`src/rtl/rmf_pkg.sv`:
```
// Shared types, sizes and register codes for the relaxed 3x3 median filter.
package rmf_pkg;

	localparam int MAX_WIDTH = 1024;

	localparam int PIX_W      = 8;
	localparam int COL_W      = $clog2(MAX_WIDTH);
	localparam int ROW_W      = 16;
	localparam int WIDTH_W    = 11;
	localparam int RANK_W     = 4;
	localparam int CFG_ADDR_W = 2;
	localparam int CFG_DATA_W = 16;

	localparam int TAPS        = 9;
	localparam int MEDIAN_RANK = 4;
	localparam int SORT_CELLS  = TAPS - 1;
	localparam int STEP_W      = $clog2(TAPS);

	localparam int OUT_TDATA_W = ((PIX_W + ROW_W + COL_W + 7) / 8) * 8;

	localparam logic [RANK_W-1:0]  LOWER_RANK_RESET   = RANK_W'(3);
	localparam logic [RANK_W-1:0]  UPPER_RANK_RESET   = RANK_W'(7);
	localparam logic [WIDTH_W-1:0] IMAGE_WIDTH_RESET  = WIDTH_W'(1024);
	localparam logic [ROW_W-1:0]   IMAGE_HEIGHT_RESET = ROW_W'(1024);

	typedef enum logic [CFG_ADDR_W-1:0] {
		REG_LOWER_RANK   = 2'd0,
		REG_UPPER_RANK   = 2'd1,
		REG_IMAGE_WIDTH  = 2'd2,
		REG_IMAGE_HEIGHT = 2'd3
	} cfg_reg_t;

	typedef logic [PIX_W-1:0] pixel_t;

	typedef struct packed {
		pixel_t [TAPS-1:0] taps;
		pixel_t            centre;
		logic [ROW_W-1:0]  row;
		logic [COL_W-1:0]  col;
	} sort_word_t;

endpackage

```
`src/rtl/rmf_sort_cell.sv`:
```
// One insertion-sort cell: places the tap at position step into the sorted prefix below it.
module rmf_sort_cell (
	input  logic                        clk,
	input  logic                        arst_n,
	input  logic [rmf_pkg::STEP_W-1:0]  step,
	input  logic                        in_valid,
	output logic                        in_ready,
	input  rmf_pkg::sort_word_t         in_word,
	output logic                        out_valid,
	input  logic                        out_ready,
	output rmf_pkg::sort_word_t         out_word
);

	logic                       valid_q;
	rmf_pkg::sort_word_t        word_q;
	rmf_pkg::sort_word_t        nxt;
	rmf_pkg::pixel_t            x;
	logic [rmf_pkg::TAPS-1:0]   le;

	always_comb begin
		x = in_word.taps[step];
		for (int j = 0; j < rmf_pkg::TAPS; j++) begin
			le[j] = (rmf_pkg::STEP_W'(j) < step) && (in_word.taps[j] <= x);
		end
		nxt = in_word;
		nxt.taps[0] = le[0] ? in_word.taps[0] : x;
		for (int j = 1; j < rmf_pkg::TAPS; j++) begin
			if (rmf_pkg::STEP_W'(j) > step) begin
				nxt.taps[j] = in_word.taps[j];
			end else if (le[j]) begin
				nxt.taps[j] = in_word.taps[j];
			end else if (le[j-1]) begin
				nxt.taps[j] = x;
			end else begin
				nxt.taps[j] = in_word.taps[j-1];
			end
		end
	end

	assign in_ready  = !valid_q || out_ready;
	assign out_valid = valid_q;
	assign out_word  = word_q;

	always_ff @(posedge clk or negedge arst_n) begin
		if (!arst_n) begin
			valid_q <= 1'b0;
		end else if (in_ready) begin
			valid_q <= in_valid;
		end
	end

	always_ff @(posedge clk) begin
		if (in_ready) begin
			word_q <= nxt;
		end
	end

endmodule

```
`config.mk`:
```
export PLATFORM = sky130hd
export DESIGN_NAME = rmf_sort_cell
export DESIGN_NICKNAME = d
export VERILOG_FILES = /design/src/rtl/rmf_pkg.sv /design/src/rtl/rmf_sort_cell.sv
export SDC_FILE = /design/constraint.sdc
export NUM_CORES = 1
export LEC_CHECK = 0
export BUFFER_PORTS_ARGS = -buffer_cell sky130_fd_sc_hd__clkbuf_2
export CAP_MARGIN = 20
export CORE_UTILIZATION = 56
export CTS_CLUSTER_SIZE = 30
export DETAILED_ROUTE_END_ITERATION = 8
export PLACE_DENSITY_LB_ADDON = 0.12
export SYNTH_ARGS = -nofsm -noshare
export SYNTH_HDL_FRONTEND = slang
export SYNTH_SLANG_ARGS = --single-unit
```
`constraint.sdc`:
```
create_clock -name clk -period 8.75 [get_ports clk]
set_input_delay 1.3125 -clock clk [delete_from_list [all_inputs] [get_ports clk]]
set_output_delay 1.3125 -clock clk [all_outputs]
set_load 0.01 [all_outputs]
```
==> report_table.html, run 1 <==
<table>
<tr><th>Metric</th><th>Value</th></tr>
<tr><th colspan="2">Synthesis</th></tr>
<tr><td>Netlist cell types</td><td>52</td></tr>
<tr><td>Number of enable flip-flop cells after synthesis</td><td>106</td></tr>
<tr><td>Synth Area per Inst</td><td>12.4 um^2</td></tr>
<tr><td>Cells after synthesis</td><td>585</td></tr>
<tr><td>Post-Synthesis Net Count</td><td>771</td></tr>
<tr><td>Flip-flop and latch count after synthesis</td><td>107</td></tr>
<tr><td>YS warnings</td><td>0</td></tr>
<tr><td>Primary flip-flop cell chosen by synthesis mapping</td><td>edfxtp_1</td></tr>
<tr><td>Async set or reset register ratio after synthesis</td><td>0.935%</td></tr>
<tr><td>Sequential area share after synthesis</td><td>44.3%</td></tr>
<tr><td>Combined area of all synthesized cells</td><td>7250 um^2</td></tr>
<tr><th colspan="2">Global route</th></tr>
<tr><td>Via count of the first global-routing pass</td><td>5718</td></tr>
<tr><td>Overall Global Routing Usage</td><td>33.2%</td></tr>
<tr><td>Overflow left after global routing</td><td>0</td></tr>
<tr><td>Pin count of the biggest net entering global routing</td><td>65</td></tr>
<tr><td>Antenna violations before repair</td><td>0</td></tr>
<tr><td>Global-route wire length before repair</td><td>32600 um</td></tr>
<tr><th colspan="2">Setup path</th></tr>
<tr><td>Arrival time at the worst endpoint</td><td>6.28 ns</td></tr>
<tr><td>Flop2flop setup slack</td><td>6.69 ns</td></tr>
<tr><td>Crit-path max FO</td><td>26</td></tr>
<tr><td>Type of origin of the critical path</td><td>input pin</td></tr>
<tr><td>Type of the setup path with the least slack</td><td>in2reg</td></tr>
<tr><td>Data required time of the critical path</td><td>8.87 ns</td></tr>
<tr><td>Kind of capture point of the worst setup path</td><td>flip-flop</td></tr>
<tr><th colspan="2">Floorplanning</th></tr>
<tr><td>Core area</td><td>12600 um^2</td></tr>
<tr><td>Height of the die</td><td>116 um</td></tr>
<tr><td>Die X-Extent</td><td>116 um</td></tr>
<tr><td>Full die area</td><td>13400 um^2</td></tr>
<tr><td>Number of rows in the core area</td><td>41</td></tr>
<tr><td>Number of top-level pins</td><td>222</td></tr>
<tr><td>Initial core utilization</td><td>57.4%</td></tr>
<tr><th colspan="2">Clock network</th></tr>
<tr><td>Hold-fix buffer count after cts</td><td>0</td></tr>
<tr><td>CTS clk-pin slew, worst paths</td><td>0.08 ns</td></tr>
<tr><td>Skew-Pair Late Insertion Delay</td><td>0.36 ns</td></tr>
<tr><td>CTS Buffer Depth</td><td>2</td></tr>
<tr><td># H-tree levels</td><td>3</td></tr>
<tr><td>Resized Gates After CTS</td><td>0</td></tr>
<tr><td>Number of buffers inserted during clock tree synthesis</td><td>9</td></tr>
<tr><td>Total setup buffers inserted after CTS</td><td>0</td></tr>
<tr><td>Cell at the root of the clock tree</td><td>clkbuf_16</td></tr>
<tr><td>Clock sink count</td><td>107</td></tr>
<tr><td>Clock tree from TritonCTS</td><td>yes</td></tr>
<tr><th colspan="2">Drt</th></tr>
<tr><td>DRC</td><td>0</td></tr>
<tr><td>Via count of the routed design</td><td>5905</td></tr>
<tr><td>Initial drt markers</td><td>554</td></tr>
<tr><td>First-pass detailed-route iteration total</td><td>5</td></tr>
<tr><td>Average routed wire per standard cell</td><td>22.8 um</td></tr>
<tr><td>Overall routed net length</td><td>22200 um</td></tr>
<tr><td>Detail Route Antenna Nets</td><td>0</td></tr>
<tr><td>Via/cell ratio</td><td>6.05</td></tr>
<tr><th colspan="2">Cells and area</th></tr>
<tr><td>Area Growth Syn to Fin</td><td>21.0%</td></tr>
<tr><td>Net total in the final layout</td><td>985</td></tr>
<tr><td>Diode count</td><td>0</td></tr>
<tr><td>Number of non-filler instances in the completed layout</td><td>976</td></tr>
<tr><td>Utilization after layout</td><td>69.5%</td></tr>
<tr><td>Fraction of layout cells with a size suffix above 1</td><td>44.2%</td></tr>
<tr><td>Area of all placed cells without fillers</td><td>8770 um^2</td></tr>
<tr><th colspan="2">Timing</th></tr>
<tr><td>Count of final setup violators</td><td>0</td></tr>
<tr><td>Clock period minus final worst setup slack</td><td>6.16 ns</td></tr>
<tr><td>Upper clock frequency limit</td><td>0.162 GHz</td></tr>
<tr><td>Worst setup margin</td><td>2.59 ns</td></tr>
<tr><td>Final worst path period share</td><td>70.5%</td></tr>
<tr><td>Minimum hold slack</td><td>0.707 ns</td></tr>
<tr><td>Worst slew margin relative to its limit</td><td>33.0%</td></tr>
<tr><td>Number of hold violations in the final report</td><td>0</td></tr>
<tr><td>Sum Neg Setup Slack</td><td>0 ns</td></tr>
<tr><td>Clock skew</td><td>0.00934 ns</td></tr>
<tr><td>Count of final max-slew check failures</td><td>0</td></tr>
<tr><td>Setup repair after global routing missed its margin</td><td>false</td></tr>
<tr><td>Slew of the pin with the lowest slew margin</td><td>1.00 ns</td></tr>
<tr><th colspan="2">Placed design</th></tr>
<tr><td>Number of port buffers</td><td>221</td></tr>
<tr><td>Standard cell area after detailed placement</td><td>8470 um^2</td></tr>
<tr><td>Routability congestion estimate from global placement</td><td>0.911</td></tr>
<tr><td>Placed insts</td><td>960</td></tr>
<tr><td>DP Worst Slack</td><td>2.35 ns</td></tr>
<tr><td>HPWL after DPL</td><td>16800 um</td></tr>
<tr><th colspan="2">Power</th></tr>
<tr><td>Static leakage</td><td>3.95 nW</td></tr>
<tr><td>Power per Cell Area</td><td>186 nW/um^2</td></tr>
<tr><td>Total Power</td><td>1.63 mW</td></tr>
<tr><td>Maximum ir drop on the vdd rail</td><td>0.111 mV</td></tr>
<tr><th colspan="2">Worst hold path</th></tr>
<tr><td>Path category of the worst min-delay check</td><td>in2async</td></tr>
<tr><th colspan="2">Flow run</th></tr>
<tr><td>Maximum Capacitance Violations</td><td>0</td></tr>
<tr><th colspan="2">Outcome</th></tr>
<tr><td>Result of the run</td><td>finished, final reports clean</td></tr>
</table>
## sequential cells by signal, indices dropped and copies added, names as in the netlist
name	flops
out_valid	1
out_word	106
## final cells by class
cell class / instances / area [um^2]
Fill cell: 999 / 3850
Inverter: 28 / 105
Clock inverter: 6 / 56.3
Tap cell: 172 / 215
Clock buffer: 10 / 239
Sequential cell: 107 / 3210
Multi-Input combinational cell: 428 / 3810
Timing Repair Buffer: 225 / 1140
## worst max-delay path: stages
cell      delay, ns
clkbuf_2       0.30
buf_4          0.37
nor4b_4        0.56
a221oi_2       0.21
o21ai_1        0.57
inv_1          0.54
ha_1           0.50
nand4_1        0.12
o21a_1         0.18
a21oi_1        0.77
a21o_1         0.43
mux2_2         0.39
## where the power goes
part	switching, mW	internal [mW]
registers	0.0208	0.655
clock network	0.196	0.206
logic	0.310	0.241
## cells in the mapped netlist, drive strengths merged (7+ instances only)
library cell | n | area share [%]
mux2i | 51 | 7.0
ha | 72 | 12
nor2 | 12 | 0.62
nand4 | 16 | 1.4
nand2 | 22 | 1.1
or2 | 8 | 0.69
nor2b | 8 | 0.69
edfxtp | 106 | 44
buf | 20 | 1.8
mux2 | 99 | 15
o21ai | 31 | 2.1
inv | 28 | 1.5
a2bb2oi | 7 | 0.85
o22ai | 10 | 0.95
a21oi | 35 | 2.4
## placed cells by master, fill, tap and decap left out, types with 3 or more instances in the layout
| cell | synthesis | routed |
|---|---|---|
| a211o_1 | 3 | 3 |
| a211oi_1 | 4 | 4 |
| a21o_1 | 5 | 5 |
| a21oi_1 | 35 | 35 |
| a221o_1 | 3 | 3 |
| a221oi_2 | 3 | 3 |
| a2bb2oi_1 | 7 | 7 |
| buf_4 | 2 | 3 |
| clkbuf_16 | 0 | 9 |
| clkbuf_2 | 0 | 221 |
| clkinv_4 | 0 | 3 |
| edfxtp_1 | 106 | 106 |
| ha_1 | 72 | 72 |
| inv_1 | 27 | 27 |
| mux2_2 | 98 | 98 |
| mux2i_1 | 51 | 51 |
| nand2_1 | 22 | 22 |
| nand2b_1 | 5 | 4 |
| nand4_1 | 16 | 16 |
| nor2_1 | 12 | 12 |
| nor2b_1 | 8 | 8 |
| o211ai_1 | 5 | 5 |
| o21a_1 | 5 | 5 |
| o21ai_0 | 29 | 29 |
| o22ai_1 | 9 | 9 |
| or2_1 | 3 | 3 |
| or2_2 | 5 | 5 |
## metal layers
layer / part of all wire [%] / wire [um] / track usage [%]
met1: 42 / 9430 / 44.1
met4: 2.4 / 544 / 13.2
met2: 47 / 10500 / 54.2
met3: 7.9 / 1760 / 5.65
met5: 0 / 0 / 0
## path summary, 6_finish.rpt
check / startpoint / to / cells past startpoint
worst max-delay path: step[0] / out_word[85] / 12
worst min-delay path: arst_n / out_valid / 1
worst max register to register: out_valid / out_word[74] / 2
worst min register to register: out_valid / out_valid / 2
max in group asynchronous: arst_n / out_valid / 1
min in group clk: out_valid / out_valid / 2
## logic make-up after synthesis
family	synth area share [%]
buf+inv	3.31
compound gates	11.3
mux	22.4
simple gates	6.27
flops	44.3
fa+ha+maj	12.4
(Power assumes the default switching activity.)
==> inputs of run 2 (changes only) <==
CORE_UTILIZATION = 47   (was 56)
clock period = 5.5 ns   (was 8.75 ns; I/O delays follow)
==> run 2 against run 1 <==
  * Critical path depth is 2 higher
  * Final cell count up 4.7%
  * Die area increased by 19%
  * Flip-flop and latch count stayed put
  * Combinational power up 66%
  * Clock-buffer cell count is the same
  * Clock skew decreased by 0.0010 ns
  * Power grew 66%
  * Cell area rose by 3.1%
  * Sequential power grew 58%
  * Critical path type unchanged
==> report_table.html, run 2 (synthesis results as in run 1) <==
<table>
<tr><th>Metric</th><th>Value</th></tr>
<tr><th colspan="2">Timing</th></tr>
<tr><td>Count of final setup violators</td><td>0 (unchanged)</td></tr>
<tr><td>Final worst path period share</td><td>85.6%</td></tr>
<tr><td>Count of final max-slew check failures</td><td>0 (unchanged)</td></tr>
<tr><td>Upper clock frequency limit</td><td>0.212 GHz</td></tr>
<tr><td>Minimum hold slack</td><td>0.232 ns (-0.475 ns)</td></tr>
<tr><td>Slew of the pin with the lowest slew margin</td><td>0.848 ns (-0.156 ns)</td></tr>
<tr><td>Worst slew margin relative to its limit</td><td>43.4% (+10 points)</td></tr>
<tr><td>Clock period minus final worst setup slack</td><td>4.71 ns</td></tr>
<tr><td>Number of hold violations in the final report</td><td>0 (unchanged)</td></tr>
<tr><td>Clock skew</td><td>0.00832 ns (-0.00102 ns)</td></tr>
<tr><td>Sum Neg Setup Slack</td><td>0 ns (unchanged)</td></tr>
<tr><td>Setup repair after global routing missed its margin</td><td>false</td></tr>
<tr><th colspan="2">Drt</th></tr>
<tr><td>Overall routed net length</td><td>22300 um (about the same)</td></tr>
<tr><td>Initial drt markers</td><td>381 (-31%)</td></tr>
<tr><td>Detail Route Antenna Nets</td><td>0 (unchanged)</td></tr>
<tr><td>Via/cell ratio</td><td>5.85 (-3.3%)</td></tr>
<tr><td>Via count of the routed design</td><td>5978 (+1.2%)</td></tr>
<tr><td>First-pass detailed-route iteration total</td><td>5 (unchanged)</td></tr>
<tr><td>DRC</td><td>0 (unchanged)</td></tr>
<tr><td>Average routed wire per standard cell</td><td>21.8 um (-4.4%)</td></tr>
<tr><th colspan="2">Global route</th></tr>
<tr><td>Antenna violations before repair</td><td>0 (unchanged)</td></tr>
<tr><td>Overall Global Routing Usage</td><td>28.4% (-4.9 points)</td></tr>
<tr><td>Pin count of the biggest net entering global routing</td><td>67 (+3.1%)</td></tr>
<tr><td>Overflow left after global routing</td><td>0 (unchanged)</td></tr>
<tr><td>Via count of the first global-routing pass</td><td>6028 (+5.4%)</td></tr>
<tr><td>Global-route wire length before repair</td><td>33800 um (+3.8%)</td></tr>
<tr><th colspan="2">Setup path</th></tr>
<tr><td>Type of origin of the critical path</td><td>input pin</td></tr>
<tr><td>Type of the setup path with the least slack</td><td>in2reg</td></tr>
<tr><td>Crit-path max FO</td><td>22 (-15%)</td></tr>
<tr><td>Data required time of the critical path</td><td>5.61 ns (-3.26 ns)</td></tr>
<tr><td>Arrival time at the worst endpoint</td><td>4.82 ns (-1.46 ns)</td></tr>
<tr><td>Kind of capture point of the worst setup path</td><td>flip-flop</td></tr>
<tr><th colspan="2">Cells and area</th></tr>
<tr><td>Most common cell after layout, fill and taps aside</td><td>clkbuf_2</td></tr>
<tr><td>Most frequent cells in the layout</td><td>221 x clkbuf_2, 106 x edfxtp_1, 98 x mux2_2</td></tr>
<tr><td>Fraction of layout cells with a size suffix above 1</td><td>46.0% (+1.9 points)</td></tr>
<tr><td>Diode count</td><td>0 (unchanged)</td></tr>
<tr><td>Largest register FFs</td><td>106 (unchanged)</td></tr>
<tr><td>FILL cells</td><td>1274 (+28%)</td></tr>
<tr><td>Area Growth Syn to Fin</td><td>24.8%</td></tr>
<tr><td>Net total in the final layout</td><td>1015 (+3.0%)</td></tr>
<tr><th colspan="2">Clock network</th></tr>
<tr><td>Skew-Pair Late Insertion Delay</td><td>0.36 ns (about the same)</td></tr>
<tr><td>Clock tree from TritonCTS</td><td>yes</td></tr>
<tr><td>CTS clk-pin slew, worst paths</td><td>0.07 ns (about the same)</td></tr>
<tr><td>Resized Gates After CTS</td><td>0 (unchanged)</td></tr>
<tr><td>Number of buffers inserted during clock tree synthesis</td><td>9 (unchanged)</td></tr>
<tr><td>Total setup buffers inserted after CTS</td><td>0 (unchanged)</td></tr>
<tr><td>Clock sink count</td><td>107 (unchanged)</td></tr>
<tr><td>Hold-fix buffer count after cts</td><td>0 (unchanged)</td></tr>
<tr><td>Cell at the root of the clock tree</td><td>clkbuf_16</td></tr>
<tr><td>CTS Buffer Depth</td><td>2 (unchanged)</td></tr>
<tr><td># H-tree levels</td><td>3 (unchanged)</td></tr>
<tr><th colspan="2">Placed design</th></tr>
<tr><td>HPWL after DPL</td><td>17400 um (+3.7%)</td></tr>
<tr><td>Routability congestion estimate from global placement</td><td>0.895 (-1.8%)</td></tr>
<tr><td>Number of port buffers</td><td>221 (unchanged)</td></tr>
<tr><th colspan="2">Power</th></tr>
<tr><td>Static leakage</td><td>4.10 nW (+3.9%)</td></tr>
<tr><td>Power per Cell Area</td><td>298 nW/um^2 (+61%)</td></tr>
<tr><td>Maximum ir drop on the vdd rail</td><td>0.177 mV (+59%)</td></tr>
<tr><td>Total Power</td><td>2.70 mW (+66%)</td></tr>
<tr><th colspan="2">Floorplanning</th></tr>
<tr><td>Height of the die</td><td>126 um (+9.0%)</td></tr>
<tr><td>Initial core utilization</td><td>47.8% (-9.6 points)</td></tr>
<tr><td>Full die area</td><td>15900 um^2 (+19%)</td></tr>
<tr><td>Die X-Extent</td><td>126 um (+9.0%)</td></tr>
<tr><td>Number of rows in the core area</td><td>45 (+9.8%)</td></tr>
<tr><td>Number of top-level pins</td><td>222 (unchanged)</td></tr>
<tr><td>Core area</td><td>15100 um^2 (+20%)</td></tr>
<tr><th colspan="2">Flow run</th></tr>
<tr><td>Maximum Capacitance Violations</td><td>0 (unchanged)</td></tr>
<tr><th colspan="2">Outcome</th></tr>
<tr><td>Result of the run</td><td>finished, final reports clean</td></tr>
<tr><th colspan="2">Worst hold path</th></tr>
<tr><td>Path category of the worst min-delay check</td><td>in2async</td></tr>
</table>
-- run 2: cell count changes in the layout (fill, tap and decap cells not counted) --
cell,delta
buf_4,+31
buf_6,-1
bufinv_16,+2
clkbuf_1,+1
clkbuf_8,-1
clkinv_4,-3
clkinvlp_4,+1
-- run 2: worst max-delay path, stage by stage --
cell and delay [ns]:
clkbuf_2 0.49, buf_4 0.29, mux2i_1 0.20, o22ai_1 0.10
a221o_1 0.32, or2_1 0.39, inv_2 0.32, ha_1 0.31
nor2b_1 0.13, o211ai_1 0.16, a211oi_1 0.12, a21oi_1 0.34
a21o_1 0.38, mux2_2 0.41
-- run 2: routing by layer --
| layer | GRT usage (%) | share of wire [%] | routed length (um) |
|---|---|---|---|
| met1 | 36.6 | 44 | 9750 |
| met2 | 46.6 | 46 | 10200 |
| met3 | 5.01 | 7.0 | 1560 |
| met4 | 13.0 | 3.4 | 763 |
| met5 | 0 | 0 | 0 |
-- run 2: final timing paths --
kind	from	to	slack [ns]	depth (start not counted)
min reg2reg	out_valid	out_word[31]	0.98	1
min	arst_n	out_valid	0.23	1
max in group asynchronous	arst_n	out_valid	5.18	1
max reg2reg	out_valid	out_word[66]	3.49	2
min in group clk	in_word[27]	out_word[27]	0.64	1
max	step[0]	out_word[71]	0.79	14
-- run 2: final cells by class --
type                       count  area, um^2  share of cell area (%)
clock buffer                  10         229                    2.53
inverter                      28         105                    1.16
clock inverter                 6        97.6                    1.08
multi-input combinational    428        3810                    42.1
tap                          188         235                    2.60
sequential                   107        3210                    35.5
timing repair buffer         255        1360                    15.1
-- run 2: where the power goes --
group	switching (mW)	internal, mW	total, mW
logic	0.493	0.420	0.913
clock network	0.309	0.406	0.714
registers	0.0306	1.04	1.07
total	0.832	1.87	2.70
-- run 2: metrics by stage --
| stage | cell area [um^2] | utilization, % | setup slack, ns | std cells |
|---|---|---|---|---|
| floorplan | 7250 | - | 1.19 | 585 |
| global placement | 8720 | 57.5 | 0.600 | 1006 |
| detailed placement | 8720 | 57.5 | 0.492 | 1006 |
| CTS | 9040 | 59.7 | 0.883 | 1022 |
| global route | 9040 | 59.7 | 0.670 | 1022 |
| finish | 9040 | 59.7 | 0.791 | 1022 |
